==> src/fpa_pkg.sv <==
`timescale 1ns / 1ps
// Package for the fixed-point ALU: command codes, pipeline control types
// and the saturation helpers shared by the front end and the finish stage.
// No dependencies.
package fpa_pkg;

    typedef enum logic [3:0] {
        CMD_ADD     = 4'd0,
        CMD_SUB     = 4'd1,
        CMD_MUL     = 4'd2,
        CMD_DIV     = 4'd3,
        CMD_MIN     = 4'd4,
        CMD_MAX     = 4'd5,
        CMD_INC     = 4'd6,
        CMD_DEC     = 4'd7,
        CMD_INT2FIX = 4'd8,
        CMD_FIX2INT = 4'd9
    } t_cmd;

    typedef enum logic [1:0] {
        OP_PASS,
        OP_MUL,
        OP_DIV
    } t_op;

    typedef struct packed {
        t_op  op;
        logic neg;
        logic ovf;
        logic dz;
        logic less;
        logic equal;
        logic greater;
    } t_ctl;

    typedef struct packed {
        logic [31:0] value;
        logic        ovf;
    } t_sat;

    typedef struct packed {
        logic [31:0] result;
        logic        less;
        logic        equal;
        logic        greater;
        logic        overflow;
        logic        divide_by_zero;
    } t_res;

    localparam logic [31:0] MAX_POS = 32'h7FFF_FFFF;
    localparam logic [31:0] MIN_NEG = 32'h8000_0000;

    function automatic t_sat sat33(input logic [32:0] v);
        t_sat s;
        s.value = v[31:0];
        s.ovf   = 1'b0;
        if (v[32] != v[31]) begin
            s.ovf   = 1'b1;
            s.value = v[32] ? MIN_NEG : MAX_POS;
        end
        return s;
    endfunction

    function automatic t_sat from_mag(input logic [63:0] mag, input logic neg);
        t_sat s;
        s.ovf   = 1'b0;
        s.value = mag[31:0];
        if (neg) begin
            if (mag > 64'h0000_0000_8000_0000) begin
                s.value = MIN_NEG;
                s.ovf   = 1'b1;
            end else begin
                s.value = (~mag[31:0]) + 32'd1;
            end
        end else if (mag > 64'h0000_0000_7FFF_FFFF) begin
            s.value = MAX_POS;
            s.ovf   = 1'b1;
        end
        return s;
    endfunction

endpackage

==> src/fpa_finish.sv <==
`timescale 1ns / 1ps
// Finish stage of the fixed-point ALU: rounds and saturates the product and
// the quotient, and assembles the result record with its flags.
// Depends on fpa_pkg.
module fpa_finish
    import fpa_pkg::*;
#(
    parameter int FRACTION_BITS = 8
) (
    input  t_ctl         i_ctl,
    input  logic [63:0]  i_word,
    input  logic [31:0]  i_rem,
    input  logic [32:0]  i_quo,
    input  logic         i_big,
    output t_res         o_res
);

    logic [63:0] mul_sum;
    logic [63:0] mul_mag;
    logic        rb;
    logic [33:0] q;
    logic [63:0] div_mag;
    t_sat        sat_mul;
    t_sat        sat_div;

    assign mul_sum = i_word + (64'd1 << (FRACTION_BITS - 1));
    assign mul_mag = mul_sum >> FRACTION_BITS;
    assign sat_mul = from_mag(mul_mag, i_ctl.neg);

    assign rb      = {i_rem, 1'b0} >= {1'b0, i_word[31:0]};
    assign q       = {1'b0, i_quo} + {33'b0, rb};
    assign div_mag = i_big ? '1 : {30'b0, q};
    assign sat_div = from_mag(div_mag, i_ctl.neg);

    always_comb begin
        o_res.less           = i_ctl.less;
        o_res.equal          = i_ctl.equal;
        o_res.greater        = i_ctl.greater;
        o_res.divide_by_zero = i_ctl.dz;
        case (i_ctl.op)
            OP_MUL: begin
                o_res.result   = sat_mul.value;
                o_res.overflow = sat_mul.ovf;
            end
            OP_DIV: begin
                o_res.result   = sat_div.value;
                o_res.overflow = sat_div.ovf;
            end
            default: begin
                o_res.result   = i_word[31:0];
                o_res.overflow = i_ctl.ovf;
            end
        endcase
    end

endmodule

==> config.mk <==
export PLATFORM = sky130hd
export DESIGN_NAME = fpa_finish
export DESIGN_NICKNAME = d
export VERILOG_FILES = /design/src/fpa_pkg.sv /design/src/fpa_finish.sv
export SDC_FILE = /design/constraint.sdc
export NUM_CORES = 1
export LEC_CHECK = 0
export BUFFER_PORTS_ARGS = -buffer_cell sky130_fd_sc_hd__buf_2
export CORE_MARGIN = 4
export CORE_UTILIZATION = 56
export DETAILED_ROUTE_END_ITERATION = 8
export PLACE_DENSITY = 0.82
export SETUP_SLACK_MARGIN = 0.05
export SLEW_MARGIN = 20
export SYNTH_ARGS = -nofsm -noshare
export SYNTH_HDL_FRONTEND = slang
export SYNTH_SLANG_ARGS = --single-unit
==> constraint.sdc <==
create_clock -name vclk -period 7.41
set_clock_uncertainty 0.15 [all_clocks]
set_input_delay 0 -clock vclk [all_inputs]
set_output_delay 0 -clock vclk [all_outputs]
set_load 0.05 [all_outputs]
* After elaboration in Yosys (flattened, before gate mapping)
Index checks and enable logic that the tools add are counted.
Widths: inputs -> output; s select.
** Cells by class
- Bitwise operators :: 2
- Add/sub/neg operators :: 4
- Muxes and demuxes :: 11
- Equality and inequality tests :: 2
- Magnitude comparators :: 5
** Operators by type and width (count)
- $mux 33 :: 4
- $add 32x1->32 const B :: 2
- $add 64x8->64 const B :: 1
- $gt 64x31->1 const B :: 1
- $gt 64x32->1 const B :: 1
- $mux 32 :: 2
- $mux 64 :: 1
- $not 32->32 :: 2
- $pmux 32 s2 :: 1
- $gt 56x31->1 const B :: 1
- $gt 56x32->1 const B :: 1
- $add 33x1->34 :: 1
- $ge 33x32->1 :: 1
- $eq 2x1->1 const B :: 1
- $eq 2x2->1 const B :: 1
- $mux 1 :: 2
- $pmux 1 s2 :: 1
** Storage, ports and cells
- Logic and storage cells :: 24
- Flip-flop bits (word level) :: 0
- Input bits :: 138

* Depth between registers and ports, before layout
- Depth after elaboration :: 8
- Mapped depth :: 28
- Depth with buffers taken out :: 26

* Worst setup path after synthesis
OpenSTA, ideal clock, no wires.
- Path kind :: input to output
- Start point :: input i_word[10]
- End point :: output o_res[15] (netlist bit)
- Setup slack :: 1306 ps
- Cell stages on the path :: 28
- Arrival :: 5954 ps
- Cell sequence :: buf_2 > inv_1 > ha_1 > a21o_1 > a21o_1 > a21o_1 > a21o_1 > a21oi_1 > nor2b_1 > o21ai_0 > nand2_1 > a211oi_1 > o2111ai_1 > ha_1 > ha_1 > or2_2 > inv_1 > ha_1 > inv_1 > nand4bb_1 > or4b_1 > nand4b_1 > nor4_2 > o31ai_1 > clkbuf_1 > a311oi_1 > nor2_1 > a22oi_1
** RTL lines
- start, declared :: line fpa_finish.sv:11 : input logic [63:0] i_word,
- end, declared :: line fpa_finish.sv:15 : output t_res o_res

==> flow_summary_export.csv <==
group,metric,value,unit
status,outcome,"finished, final reports clean",
drt,antenna_left,0,
floorplanning,coreArea,10940,µm²
power_and_ir_drop,irDropWorstVdd,78.52,µV
cts,cts_hold_buf,4,
power_and_ir_drop,pwr-share-seq,0,
power_and_ir_drop,powerDensity,61.07,nW/µm²
drt,route.met2.wl,9894,µm
placed_design,gp_congestion,0.9951,
sta,fin_tns_setup,0,ns
floorplanning,die_height,114.2,µm
grt,grt_max_degree,77,
grt,grt_pass1_wl,34800,µm
yosys,synth_cells,960,
sta,fmax,151.4,MHz
power_and_ir_drop,clockPowerShare,0,
sta,fin_crit,6.607,ns
drt,drc,0,
critical_path,critPathRequiredTime,7.26,ns
power_and_ir_drop,combPwrFrac,1.000,
yosys,avgSynthCellArea,6.581,µm²
drt,drtIter0Drc,845,
finish,seq_cell_count,0,
critical_path,cp_max_fo,21,
finish,area_growth_syn_to_layout,13.07,%
finish,antenna_cells,0,
yosys,syn_area,6317,µm²
sta,final-max-slew-violation-count,0,
power_and_ir_drop,p_leak,2.820,nW
sta,max_slew_margin,0.3870,
finish,n_clock_buffer,0,
floorplanning,rows,38,
hold_path,min_path_type,"input port to output pin",
critical_path,cp_slowest_cell,"or4b_1",
critical_path,crit_type,"input port to output pin",
critical_path,start_kind,"input port",
drt,met1_length,8772,µm
cts,ctsResizeCount,0,
floorplanning,initial_core_util,0.5777,
placed_design,dp_hpwl,17520,µm
power_and_ir_drop,switchingPower,0.2917,mW
sta,fin_ws,0.8033,ns
drt,top_layer,"met4",
floorplanning,ioPinCount,175,
critical_path,slowest_delay,0.59,ns
cts,cts_setup_buffers,0,
yosys,synth_area_leader_cell,"xnor2_1",
critical_path,end_kind,"output pin",
yosys,syn_nets,1139,
power_and_ir_drop,p_int,0.1445,mW
yosys,synth_area_leaders,"xnor2_1, ha_1, nand4_1",
drt,drt_wl_total,21680,µm
sta,worst_slew_pin_slew,0.9125,ns
sta,setup_violations,0,
sta,finalHoldViolCount,0,
run,max_cap_viol_count,0,
critical_path,crit_family,"simple AND/OR/NAND/NOR gates",
drt,drt-pass1-iter-count,7,
placed_design,dpl_worst_slack,0.8980,ns
yosys,synth_top_area_share,0.1192,
yosys,seq_area_frac_synth,0,
finish,nNetsFinal,1255,
floorplanning,fp.dieW,114.2,µm
drt,dr_wl_met3,2225,µm
yosys,yosysUniqueCellTypes,78,
drt,routedWlPerCell,17.86,µm
critical_path,path_buf_inv,6,
grt,grt_pass1_vias,7291,
placed_design,io_buffers,167,
grt,grt_overflow_total,0,
yosys,yosysWarnings,0,
power_and_ir_drop,switching_share,0.6687,
floorplanning,die_area,13040,µm²
drt,viasPerCell,6.671,
grt,grt_usage,0.3113,
finish,multiInputGateArea,5848,µm²
sta,rsz0062_at_grt,"no",
sta,finalCritPeriodShare,0.8916,
critical_path,cp.arrival,6.46,ns
finish,drive_above_1_share,0.2002,
drt,num_vias,8099,
finish,ff_latch_area,0,µm²
grt,antenna_found_initial,0,
finish,num-fill-cells,1095,
==> through the flow <==
step	power (mW)	util	hold slack (ns)	cells	area, µm²
global route	0.4704	0.6532	0.3065	1214	7143
CTS	0.4305	0.6527	0.2861	1214	7138
detailed placement	0.4229	0.6491	-0.1497	1210	7098
global placement	0.4182	0.6491	-0.1497	1210	7098
finish	0.4363	0.6532	0.2863	1214	7143
floorplan	0.3006	-	0.01705	960	6317
==> area by class of cell <==
class	instances	area share
Timing Repair Buffer	178	0.1300
Tap cell	140	0.02452
Multi-Input combinational cell	845	0.8187
Inverter	51	0.02680
==> cells by family (layout without fill, tap and decap cells) <==
| logic type | count (synthesis) | after routing | share of synthesized area |
|---|---|---|---|
| muxes | 14 | 14 | 0.02317 |
| AOI/OAI and AO/OA | 239 | 239 | 0.2779 |
| and+or+nand+nor | 440 | 440 | 0.3880 |
| xor gates and xnor gates | 111 | 111 | 0.1539 |
| buffers and inverters | 115 | 229 | 0.07586 |
| adders and majority gates | 41 | 41 | 0.08120 |
==> synthesized netlist by cell type, drive strengths merged, types with 12 or more instances <==
cell type / instances
xnor2: 86
nor2: 78
nand2: 55
inv: 50
nand4: 49
nor3: 47
nand3: 46
a21oi: 45
ha: 41
clkbuf: 38
o21ai: 36
and3: 28
nor4: 28
buf: 26
xor2: 25
and4: 20
a21o: 17
a31oi: 17
a221o: 16
a22oi: 15
and2: 15
a221oi: 13
o31a: 13
nor2b: 12
or2: 12
or4: 12
==> power by group through the flow <==
| stage | combinational, mW | clock [mW] | sequential [mW] |
|---|---|---|---|
| final | 0.436 | 0 | 0 |
| after global routing | 0.470 | 0 | 0 |
| after CTS | 0.431 | 0 | 0 |
| after detailed placement | 0.423 | 0 | 0 |
| after global placement | 0.418 | 0 | 0 |
| after floorplan | 0.301 | 0 | 0 |
==> per-layer routing <==
layer  vias up  track usage
li1       3877            -
met1      3687       0.4216
met2       467       0.5121
met3        68      0.03700
met4         0       0.1029
met5         -            0
==> cells in the final DEF (no fill, tap or decap), types with 14 or more instances in the layout <==
master and instances:
o21ai_0 33, and4_1 20, ha_1 41, a31oi_1 17, a221o_1 16, nor4_1 27, a21oi_1 45, nand3_1 45
xnor2_1 86, nand4_1 48, buf_2 167, xor2_1 25, nor2_1 78, nand2_1 55, and3_1 28, a21o_1 17
inv_1 49, nor3_1 45, a22oi_1 14
==> worst paths after layout <==
check / depth (start not counted) / slack (ns) / start / endpoint
worst max-delay path: 29 / 0.80 / i_word[10] / o_res[23]
worst min-delay path: 4 / 0.29 / i_word[1] / o_res[6]
No activity file was read; power rests on OpenSTA's default activity.
