### src/fpa_pkg.sv
`timescale 1ns / 1ps
// Package for the fixed-point ALU: command codes, pipeline control types
// and the saturation helpers shared by the front end and the finish stage.
// No dependencies.
package fpa_pkg;

    typedef enum logic [3:0] {
        CMD_ADD     = 4'd0,
        CMD_SUB     = 4'd1,
        CMD_MUL     = 4'd2,
        CMD_DIV     = 4'd3,
        CMD_MIN     = 4'd4,
        CMD_MAX     = 4'd5,
        CMD_INC     = 4'd6,
        CMD_DEC     = 4'd7,
        CMD_INT2FIX = 4'd8,
        CMD_FIX2INT = 4'd9
    } t_cmd;

    typedef enum logic [1:0] {
        OP_PASS,
        OP_MUL,
        OP_DIV
    } t_op;

    typedef struct packed {
        t_op  op;
        logic neg;
        logic ovf;
        logic dz;
        logic less;
        logic equal;
        logic greater;
    } t_ctl;

    typedef struct packed {
        logic [31:0] value;
        logic        ovf;
    } t_sat;

    typedef struct packed {
        logic [31:0] result;
        logic        less;
        logic        equal;
        logic        greater;
        logic        overflow;
        logic        divide_by_zero;
    } t_res;

    localparam logic [31:0] MAX_POS = 32'h7FFF_FFFF;
    localparam logic [31:0] MIN_NEG = 32'h8000_0000;

    function automatic t_sat sat33(input logic [32:0] v);
        t_sat s;
        s.value = v[31:0];
        s.ovf   = 1'b0;
        if (v[32] != v[31]) begin
            s.ovf   = 1'b1;
            s.value = v[32] ? MIN_NEG : MAX_POS;
        end
        return s;
    endfunction

    function automatic t_sat from_mag(input logic [63:0] mag, input logic neg);
        t_sat s;
        s.ovf   = 1'b0;
        s.value = mag[31:0];
        if (neg) begin
            if (mag > 64'h0000_0000_8000_0000) begin
                s.value = MIN_NEG;
                s.ovf   = 1'b1;
            end else begin
                s.value = (~mag[31:0]) + 32'd1;
            end
        end else if (mag > 64'h0000_0000_7FFF_FFFF) begin
            s.value = MAX_POS;
            s.ovf   = 1'b1;
        end
        return s;
    endfunction

endpackage

### src/fpa_front.sv
`timescale 1ns / 1ps
// Front end of the fixed-point ALU: decodes the command, computes the simple
// results and the magnitude product, and prepares the divider operands.
// Depends on fpa_pkg.
module fpa_front
    import fpa_pkg::*;
#(
    parameter int FRACTION_BITS = 8
) (
    input  logic [3:0]                    i_command,
    input  logic signed [31:0]            i_operand_a,
    input  logic signed [31:0]            i_operand_b,
    output t_ctl                          o_ctl,
    output logic [63:0]                   o_word,
    output logic [32+FRACTION_BITS-1:0]   o_num
);

    t_cmd        cmd;
    logic [31:0] a;
    logic [31:0] b;
    logic        a_neg;
    logic        b_neg;
    logic [31:0] mag_a;
    logic [31:0] mag_b;
    logic [32:0] addend;
    logic        cin;
    logic [32:0] sum;
    logic [63:0] wide;
    logic        i2f_fit;
    logic [32:0] rnd;
    logic [63:0] product;
    t_sat        sat_sum;
    t_sat        sat_f2i;

    assign cmd   = t_cmd'(i_command);
    assign a     = i_operand_a;
    assign b     = i_operand_b;
    assign a_neg = a[31];
    assign b_neg = b[31];
    assign mag_a = a_neg ? (~a) + 32'd1 : a;
    assign mag_b = b_neg ? (~b) + 32'd1 : b;

    always_comb begin
        addend = {b[31], b};
        cin    = 1'b0;
        case (cmd)
            CMD_SUB: begin
                addend = ~{b[31], b};
                cin    = 1'b1;
            end
            CMD_INC: addend = 33'd1;
            CMD_DEC: addend = '1;
            default: addend = {b[31], b};
        endcase
    end

    assign sum     = {a[31], a} + addend + {32'b0, cin};
    assign sat_sum = sat33(sum);
    assign wide    = {{32{a[31]}}, a} << FRACTION_BITS;
    assign i2f_fit = (&wide[63:31]) | ~(|wide[63:31]);
    assign rnd     = ({1'b0, mag_a} + (33'd1 << (FRACTION_BITS - 1))) >> FRACTION_BITS;
    assign sat_f2i = from_mag({31'b0, rnd}, a_neg);
    assign product = {32'b0, mag_a} * {32'b0, mag_b};
    assign o_num   = {mag_a, {FRACTION_BITS{1'b0}}};

    always_comb begin
        o_ctl.op      = OP_PASS;
        o_ctl.neg     = a_neg ^ b_neg;
        o_ctl.ovf     = 1'b0;
        o_ctl.dz      = 1'b0;
        o_ctl.less    = i_operand_a < i_operand_b;
        o_ctl.equal   = i_operand_a == i_operand_b;
        o_ctl.greater = i_operand_a > i_operand_b;
        o_word        = '0;
        unique case (cmd) inside
            CMD_ADD, CMD_SUB, CMD_INC, CMD_DEC: begin
                o_word    = {32'b0, sat_sum.value};
                o_ctl.ovf = sat_sum.ovf;
            end
            CMD_MUL: begin
                o_ctl.op = OP_MUL;
                o_word   = product;
            end
            CMD_DIV: begin
                if (b == 32'd0) begin
                    o_ctl.dz = 1'b1;
                    o_word   = {32'b0, a_neg ? MIN_NEG : MAX_POS};
                end else begin
                    o_ctl.op = OP_DIV;
                    o_word   = {32'b0, mag_b};
                end
            end
            CMD_MIN: o_word = {32'b0, o_ctl.greater ? b : a};
            CMD_MAX: o_word = {32'b0, o_ctl.less ? b : a};
            CMD_INT2FIX: begin
                if (i2f_fit) begin
                    o_word = {32'b0, wide[31:0]};
                end else begin
                    o_word    = {32'b0, a_neg ? MIN_NEG : MAX_POS};
                    o_ctl.ovf = 1'b1;
                end
            end
            CMD_FIX2INT: o_word = {32'b0, sat_f2i.value};
            default: o_word = '0;
        endcase
    end

endmodule

### config.mk
export PLATFORM = sky130hd
export DESIGN_NAME = fpa_front
export DESIGN_NICKNAME = d
export VERILOG_FILES = /design/src/fpa_pkg.sv /design/src/fpa_front.sv
export SDC_FILE = /design/constraint.sdc
export NUM_CORES = 2
export LEC_CHECK = 0
export BUFFER_PORTS_ARGS = -buffer_cell sky130_fd_sc_hd__buf_2
export CORE_ASPECT_RATIO = 1.5
export CORE_MARGIN = 2
export CORE_UTILIZATION = 65
export DETAILED_ROUTE_END_ITERATION = 12
export GPL_TIMING_DRIVEN = 0
export PLACE_DENSITY = 0.84
export SLEW_MARGIN = 20
export SYNTH_ARGS = -nofsm -noshare
export SYNTH_HDL_FRONTEND = slang
export SYNTH_SLANG_ARGS = --single-unit
### constraint.sdc
create_clock -name vclk -period 13.1
set_input_delay 0 -clock vclk [all_inputs]
set_output_delay 0 -clock vclk [all_outputs]
set_load 0.02 [all_outputs]
## Word level (Yosys, flattened, before mapping)

Index checks and enable logic that the tools add are counted.
Widths: inputs -> output; s select.

- Flip-flop bits (word level): 0
- Word-level logic and storage cells: 56
- Input bits: 68

- Bitwise gates (word level): 7
- Magnitude comparators: 4
- $mul: 1
- Reductions and logical operators: 5
- Add/subtract/negate cells: 6
- Equality and inequality tests: 11
- Multiplexer cells: 22

Operators by type and width:

| cell | number |
|---|---|
| $pmux 64 s7 | 1 |
| $mux 32 | 10 |
| $pmux 33 s3 | 1 |
| $add 32x1->32 const B | 3 |
| $mux 33 | 2 |
| $mul 32x32->64 | 1 |
| $not 32->32 | 2 |
| $add 32x8->33 const B | 1 |
| $add 33x1->33 | 1 |
| $add 33x33->33 | 1 |
| $not 33->33 | 1 |
| $eq 32x32->1 | 1 |
| $gt 25x32->1 const B | 1 |
| $gt 32x32->1 | 1 |
| $logic_not 32->1 | 1 |
| $lt 32x32->1 | 1 |
| $not 25->32 | 1 |
| $gt 25x31->1 const B | 1 |
| $eq 4x3->1 const B | 4 |
| $reduce_and 9->1 | 1 |
| $reduce_or 9->1 | 1 |
| $eq 4x2->1 const B | 2 |
| $eq 4x4->1 const B | 2 |
| $mux 1 | 5 |
| 10 further kinds | 10 |

## Depth between registers and ports, before layout

- Depth after elaboration: 9
- Depth in mapped cells: 39

## Worst setup path before layout

Ideal clock, no wire load.

- Path type: in2out
- Start: input i_operand_a[0]
- End: output o_word[54]
- Cell stages on the path: 33
- Setup slack: 3.229 ns
- Arrival: 9.871 ns
- Data required time: 13.100 ns
- Path through: inv_1 -> clkbuf_1 -> ha_1 -> or4b_4 -> buf_6 -> or4_4 -> buf_6 -> o41ai_4 -> xor2_4 -> clkbuf_1 -> clkbuf_1 -> nor2_1 -> fa_1 -> fa_1 -> inv_1 -> fa_1 -> fa_1 -> inv_1 -> fa_1 -> fa_1 -> fa_1 -> fa_1 -> ha_1 -> and2_1 -> a21oi_1 -> o21ai_0 -> a21o_1 -> a221oi_1 -> a211oi_1 -> a211oi_1 -> a211oi_1 -> o21a_1 -> nor3_1

- Longest elaborated chain between the ends: 5

Ends and longest elaborated chain:

| element | RTL line | text |
|---|---|---|
| start: declaration | fpa_front.sv:11 | `input logic signed [31:0] i_operand_a,` |
| $not 32->32 | fpa_front.sv:40 | `assign mag_a = a_neg ? (~a) + 32'd1 : a;` |
| $add 32x1->32 | fpa_front.sv:40 |  |
| $mux 32 * | fpa_front.sv:40 |  |
| $mul 32x32->64 * | fpa_front.sv:63 | `assign product = {32'b0, mag_a} * {32'b0, mag_b};` |
| $pmux 64 s7 * | fpa_front.sv:75 | `unique case (cmd) inside` |
| end: declaration | fpa_front.sv:14 | `output logic [63:0] o_word,` |

Mark *: on every way between the ends. The rest lies on a longest branch, timed or not.

## Worst setup path after layout

- Start: input i_operand_b[0]
- End: output o_word[61]

- Longest elaborated chain between the ends: 5

Ends and longest elaborated chain:

| element | RTL line | text |
|---|---|---|
| start: declaration | fpa_front.sv:12 | `input logic signed [31:0] i_operand_b,` |
| $not 32->32 | fpa_front.sv:41 | `assign mag_b = b_neg ? (~b) + 32'd1 : b;` |
| $add 32x1->32 | fpa_front.sv:41 |  |
| $mux 32 * | fpa_front.sv:41 |  |
| $mul 32x32->64 * | fpa_front.sv:63 |  |
| $pmux 64 s7 * | fpa_front.sv:75 |  |

Marked as above.

==> metrics.yaml <==
floorplanning:
  row_count: 111
  die_w_um: 206.7
  initial_utilization_pct: 65.68
  dieArea_sq_mm: 0.06365
  core_sq_mm: 0.06097
  io-pin-count: 180
  die_y_um: 308.0
route:
  vias: 40200
  firstDrtPassIters: 9
  viasPerCell: 6.768
  wl_per_cell_um: 31.07
  ant_nets: 0
  totalWireLength_mm: 184.6
  drc: 0
  drt-initial-drc-count: 5679
final_layout:
  seqCellArea_sq_um: 0
  final_cells: 5940
  layout.nets: 6427
  area_delta_synth_final_pct: 6.711
  nClkBuffers: 0
  drive_gt1_share_pct: 6.925
  seq_cells: 0
critical_path:
  cp_max_fo: 10
  critical_path_class: "primary input to primary output"
  cp_top_family: "adder cells"
  cp.required_ns: 13.10
  arrival_ns: 13.15
  crit_path_max_incr_delay_ns: 0.99
  start_kind: "primary input"
  crit_path_frequent_cell: "fa_1"
  crit_slowest_cell: "xnor2_1"
  path_buf_inv: 8
  cp-end-kind: "primary output"
  timing.critical_path.depth: 33
synthesis:
  synth_top_cell_by_area: "fa_1"
  synthesis.area_sq_mm: 0.04004
  synth_commonest_cells: "inv_1, fa_1, nor2_1, nand2_1, ha_1"
  yosys.area.top_type_share_pct: 44.89
  netlist_instances: 4935
  ys_types: 100
  yosys_warnings: 0
  synth.area.top_cells: "fa_1, ha_1, inv_1"
  yosysSeqAreaShare_pct: 0
  synth.most_common_cell: "inv_1"
  syn_area_per_cell_sq_um: 8.114
sta:
  hold_slack_ns: 0.4726
  fin_crit_sh_pct: 100.4
  slew_headroom_pct: 2.614
  rsz0062_at_grt: "false"
  maxSlewViolCount: 0
  layout_setup_ws_ns: -0.05294
  report.final.hold_viol_count: 0
  finalSetupViolations: 3
  period_needed_ns: 13.15
  fmax_mhz: 76.03
  worst_slew_pin_slew_ns: 1.450
status:
  violations: "setup timing"
  status: "complete, but fails checks"
grt:
  grt_max_degree: 13
  antenna_found_initial: 24
  grt.total_usage_pct: 60.95
  met1_usage_pct: 60.96
  grt_use_met2_pct: 85.42
  top_usage_layer: "met2"
  grt_overflow_total: 0
  grt_pass1_vias: 41200
  use_met3_pct: 34.51
  grt_pass1_wl_mm: 271.9
worst_hold_path:
  holdPathStages: 3
  hold_class: "primary input to primary output"
placement:
  hpwl_mm: 147.0
  place_inst: 5914
  place_ws_ns: 0.1171
  place_congestion: 1.115
  portBuffers: 160
clock_network:
  postCtsSetupRepairBufs: 0
  cts_hold_buffers: 0
job:
  maxCapViolCount: 0
placed cells by master, fill, tap and decap left out, types with 24 or more instances in the layout:
master	count
inv_1	954
fa_1	898
nor2_1	687
nand2_1	608
ha_1	333
clkbuf_1	216
o21ai_0	196
buf_2	167
a21oi_1	121
xnor2_1	90
a21o_1	71
xor2_1	54
nand3_1	51
nor3_1	48
xnor2_2	43
o211ai_1	37
clkbuf_2	26
a221oi_1	25
buf_6	24
nand4_1	24
o21a_1	24
metrics by stage:
step           cell area [sq um]  TNS, ns  util (%)
3_3_place_gp               41860   -1.681     68.66
2_1_floorplan              40070        0         -
5_1_grt                    42700        0     70.03
6_report                   42730  -0.1131     70.09
4_1_cts                    42420        0     69.58
3_5_place_dp               42420        0     69.58
routing by layer:
metal / vias to the layer above / share of wire (%)
met5: - / 0.34
met4: 31 / 15
met3: 1638 / 15
met2: 3699 / 42
met1: 19240 / 28
li1: 15600 / -
final timing paths:
path | endpoint | slack, ns | startpoint
max | o_word[61] | -0.05 | i_operand_b[0]
min | o_num[8] | 0.47 | i_operand_a[0]
repair_timing:
action                                  in CTS  in global routing
resized for setup                            0                 23
hold endpoints to repair                     0                  0
endpoints found under the setup margin       0                 17
cell families (layout without fill, tap and decap cells):
logic type,after synthesis,in the layout,share of synthesized area [%]
buffers and inverters,1251,1435,11.92
adder cells (fa/ha/maj),1231,1231,55.30
AO/OA/AOI/OAI,654,654,11.07
multiplexers,21,21,0.5718
AND/OR/NAND/NOR,1576,1576,16.58
XOR/XNOR,201,201,4.556
other,1,31,0.009365
layout make-up:
| cell class | instances | area, sq um |
|---|---|---|
| multi-input combinational | 3691 | 35760 |
| buffer | 281 | 1180 |
| inverter | 969 | 3641 |
| antenna | 23 | 57.56 |
| timing repair buffer | 185 | 1100 |
| tap | 791 | 989.7 |
| fill | 5115 | 18240 |
